File: src/hw/rtl/cclim_pkg.sv
// ----------------------------------------------------------------------------
// cclim_pkg
// Types and constants shared by the chassis current power limiter modules.
// ----------------------------------------------------------------------------
`default_nettype none

package cclim_pkg;

	localparam int unsigned NUM_LANES   = 4;
	localparam int unsigned DIV_STEPS   = 16;
	localparam int unsigned IDLE_POWER  = 200;
	localparam int unsigned IDLE_SAT    = 255;
	localparam int unsigned PCT         = 100;
	localparam int unsigned SLEW_BIG    = 2000;
	localparam int unsigned SLEW_MID    = 1000;
	localparam int unsigned SLEW_DIV_HI = 100;
	localparam int unsigned SLEW_DIV_LO = 50;
	localparam int unsigned SLEW_MUL_HI = 99;
	localparam int unsigned SLEW_MUL_LO = 49;

	typedef enum logic [1:0] {
		MODE_BUFFER = 2'd0,
		MODE_CAP    = 2'd1,
		MODE_NONE   = 2'd2,
		MODE_UNLIM  = 2'd3
	} mode_t;

	typedef enum logic [2:0] {
		REG_BUFFER_MARGIN    = 3'd0,
		REG_POWER_BASE_DW    = 3'd1,
		REG_LIMIT_BASE       = 3'd2,
		REG_LIMIT_PER_BUFFER = 3'd3,
		REG_CURRENT_CAP      = 3'd4,
		REG_CAP_MIN_MV       = 3'd5,
		REG_UNLIMIT_TICKS    = 3'd6,
		REG_SLEW_TRIGGER     = 3'd7
	} reg_idx_t;

	typedef enum logic [2:0] {
		S_IDLE,
		S_EVAL,
		S_MUL,
		S_LOAD,
		S_DIV,
		S_POST,
		S_SLEW,
		S_DONE
	} state_t;

	typedef struct packed {
		logic load;
		logic sel_ext;
		logic step;
	} lane_ctrl_t;

endpackage

`default_nettype wire

File: src/hw/rtl/cclim_lane.sv
// ----------------------------------------------------------------------------
// cclim_lane
// One current lane: magnitude times limit product and a 16-step restoring
// divider giving a signed quotient truncated toward zero.
// ----------------------------------------------------------------------------
`default_nettype none

module cclim_lane (
	input  wire logic                clk,
	input  wire cclim_pkg::lane_ctrl_t ctrl,
	input  wire logic signed [15:0]  cur,
	input  wire logic        [17:0]  lim,
	input  wire logic        [21:0]  ext_mag,
	input  wire logic                ext_neg,
	input  wire logic        [17:0]  divisor,
	output logic signed      [15:0]  quot
);

	logic [15:0] cur_mag;
	logic [32:0] prod_s1;
	logic [32:0] dvd;
	logic [17:0] rem_q;
	logic [15:0] low_q;
	logic [15:0] quot_q;
	logic        neg_q;
	logic [18:0] trial;
	logic        fits;

	assign cur_mag = cur[15] ? 16'(-cur) : 16'(cur);
	assign dvd     = ctrl.sel_ext ? {11'd0, ext_mag} : prod_s1;
	assign trial   = {rem_q, low_q[15]};
	assign fits    = trial >= {1'b0, divisor};

	always_ff @(posedge clk) begin
		prod_s1 <= 33'(cur_mag) * 33'(lim);
		if (ctrl.load) begin
			rem_q  <= {1'b0, dvd[32:16]};
			low_q  <= dvd[15:0];
			quot_q <= '0;
			neg_q  <= ctrl.sel_ext ? ext_neg : cur[15];
		end else if (ctrl.step) begin
			rem_q  <= fits ? 18'(trial - {1'b0, divisor}) : trial[17:0];
			low_q  <= {low_q[14:0], 1'b0};
			quot_q <= {quot_q[14:0], fits};
		end
	end

	assign quot = neg_q ? signed'(16'(-quot_q)) : signed'(quot_q);

endmodule

`default_nettype wire

File: config.mk
export PLATFORM = sky130hd
export DESIGN_NAME = cclim_lane
export DESIGN_NICKNAME = d
export VERILOG_FILES = /design/src/hw/rtl/cclim_pkg.sv /design/src/hw/rtl/cclim_lane.sv
export SDC_FILE = /design/constraint.sdc
export NUM_CORES = 1
export LEC_CHECK = 0
export BUFFER_PORTS_ARGS = -buffer_cell sky130_fd_sc_hd__buf_4
export CAP_MARGIN = 20
export CORE_ASPECT_RATIO = 0.6
export CORE_MARGIN = 2
export CORE_UTILIZATION = 50
export DETAILED_ROUTE_END_ITERATION = 16
export PLACE_DENSITY = 0.8
export SYNTH_ARGS = -nofsm -noshare
export SYNTH_HDL_FRONTEND = slang
export SYNTH_SLANG_ARGS = --single-unit
File: constraint.sdc
create_clock -name clk -period 8.7 [get_ports clk]
set_clock_uncertainty 0.2 [all_clocks]
set_input_delay 0.87 -clock clk [delete_from_list [all_inputs] [get_ports clk]]
set_output_delay 0.87 -clock clk [all_outputs]
set_load 0.01 [all_outputs]
==> metrics.md <==
| Metric | Value |
|---|---|
| Drt wl/cell | `17.0 um` |
| Most common flop cell mapped by yosys | `dfxtp_1` |
| Status | `finished, final reports clean` |
| Setup_tns | `0 ps` |
| Critical Path Sink Type | `flop` |
| DR vias/cell | `5.41` |
| Iter 0 DRT Violations | `806` |
| Yosys cell types | `63` |
| Cell count after synthesis | `approximately 1,500` |
| CTS Sinks | `84` |
| Tmin final | `8180 ps` |
| Clock buffer count from CTS | `9` |
| Crit path DAT | `8250 ps` |
| Seq. cell area | `2020 um2` |
| Design area | `about 15,000 um2` |
| PortBufs | `between 90 and 100` |
| Worst-path fanout max | `21` |
| Die Width | `between 200 and 250 um` |
| Hold Path Class | `flop to flop` |
| Final WL | `33,400 um` |
| Layout cells sized above 1 | `0.0917` |
| Post-synth top area share | `0.322` |
| Cts repair resizes | `0` |
| Yosys top cell by area | `fa_1` |
| Syn Nets | `1,954` |
| Fmax | `122 MHz` |
| Number of global-route vias before repair | `11,630` |
| Syn. warnings | `0` |
| DPL Wire Length | `26,700 um` |
| CTS tree | `done` |
| Register area share after synthesis | `0.147` |
| RSZ-0062 raised after global routing | `false` |
| CTS Root Cell | `clkbuf_16` |
| Asr flop ratio synth | `0` |
| Overflow after GRT | `0` |
| Setup-failing EPs final | `0` |
| Critical path class | `primary input to flop` |
| Area of the core | `27,300 um2` |
| # IOs | `95` |
| Synthesized area | `13,800 um2` |
| Slowest stage delay, CP | `570 ps` |
| CP max-delay cell | `a2111oi_2` |
| Tcrit/Tclk final | `0.940` |
| Startpoint class of the critical path | `primary input` |
| Placed cell area | `14,900 um2` |
| CTS Hold Bufs | `0` |
| Via count | `10,648` |
| Synth area leaders | `fa_1 (32%), ha_1 (11%), inv_1 (7.8%), edfxtp_1 (7.4%), dfxtp_1 (7.3%)` |
| Ant diodes | `0` |
| Commonest non-fill, non-tap cells in the layout | `inv_1 (286), nand2_1 (223), fa_1 (222)` |
| Clk_lat worst skew | `340 ps` |
| P&R area growth vs syn | `10.0%` |
| Avg Cell Area, Syn | `9.01 um2` |
| Number of flops mapped to enable cells by yosys | `34` |
| DRC | `0` |
| Die area | `29,000 um2` |
| H-tree levels | `3` |
| Worst EP required | `8770 ps` |
| Post-CTS Setup Bufs | `0` |
| CTS clk-pin slew, worst paths | `60 ps` |
| Initial Util | `0.505` |
| Final hold vios | `0` |
| Rows | `47` |
| Most common cell on crit path | `fa_1` |
| Initial antenna violation count | `0` |
| Maxcap violations | `0` |
| Multi-input gate area | `around 10,000 um2` |
| Die Span Y | `133 um` |
| Drt first pass iters | `5` |
| Post-synthesis register bit count | `84` |
| Max Slew Vio Count | `0` |
| Rel. slew slack | `0.376` |
| Largest net degree at the start of global routing | `62` |
| Clock buffer depth | `2` |
| Most common cell after layout, fill and taps aside | `inv_1` |
| Post-DRT Antenna Nets | `0` |
| Fillcell total | `2,403` |
| Routability cong. | `approximately 0.9` |
| Total GRT Usage | `0.247` |
| Wire length of the first global-routing pass | `57,300 um` |
| Final net count | `2,021` |
| Worst slew pin tran | `935 ps` |
## worst max-delay path: cells and delay by family
family,cells,cell delay [ps]
buffers and inverters,6,490
xor gates and xnor gates,2,450
adders and majority gates,8,3580
and+or+nand+nor,7,1160
AOI/OAI and AO/OA,6,1680
## synthesized netlist by cell type, drive strengths merged (2+ instances only)
cell and count:
o31ai 12, o211ai 9, nand2 223, a41oi 2, o31a 3, nand3 10, and2 115, dfxtp 50
o311ai 2, o21ai 39, a21oi 55, o21bai 4, and3 4, a32oi 4, or2 2, xnor2 55
inv 287, a31oi 4, a21o 12, a31o 3, o41ai 2, nand4 2, a211o 3, a21boi 4
a211oi 12, xor2 18, ha 122, edfxtp 34, clkbuf 47, buf 8, nand2b 7, nor3 14
fa 222, a221oi 4, or3 10, nor4 2, nor2b 11, nor2 61, or4 2, mux2i 46
## flip-flops by register name, summed over array words and instances (netlist names)
signal and flops:
prod_s1 33, low_q 16, neg_q 1, rem_q 18
quot_q 16
## per-layer routing
layer  global-route usage  vias up  wire length, um
met3               0.0474       42             2250
met2                0.398      343            15400
met5                    0        -                0
li1                     -     4933                -
met4               0.0495        0              537
met1                0.348     5330            15200
## per-stage QoR
stage / worst slack [ps] / hold WS, ps / instances / utilization
6_report: 524 / 299 / 1970 / 0.555
5_1_grt: 115 / 324 / 1970 / 0.555
4_1_cts: 581 / 296 / 1969 / 0.555
3_5_place_dp: 243 / 287 / 1953 / 0.543
3_3_place_gp: 275 / 278 / 1952 / 0.543
2_1_floorplan: 806 / 263 / 1531 / -
## worst paths after layout
kind	depth (start not counted)	slack [ps]	to	from
max	29	520	prod_s1[32]$_DFF_P_	cur[0]
min	2	300	rem_q[17]$_SDFFE_PP0P_	rem_q[17]$_SDFFE_PP0P_
max reg2reg	9	5370	rem_q[9]$_DFFE_PP_	rem_q[0]$_DFFE_PP_
min reg2reg	2	300	rem_q[17]$_SDFFE_PP0P_	rem_q[17]$_SDFFE_PP0P_
## layout make-up
type,instances,area share
Multi-Input combinational cell,1105,0.690
Sequential cell,84,0.133
Timing Repair Buffer,111,0.0554
Clock buffer,11,0.0160
Tap cell,367,0.0302
Clock inverter,5,0.00445
Inverter,287,0.0710
## logic make-up after synthesis
logic type                 Yosys count  share of synthesized area
and+or+nand+nor                    464                      0.160
DFF                                 84                      0.147
buffers and inverters              342                     0.0954
adders and majority gates          344                      0.433
xor gates and xnor gates            73                     0.0463
muxes                               47                     0.0342
AOI/OAI and AO/OA                  177                     0.0844
Power is not shown: default switching activity piles up to over one toggle a cycle in this logic, so the estimate is an artifact.
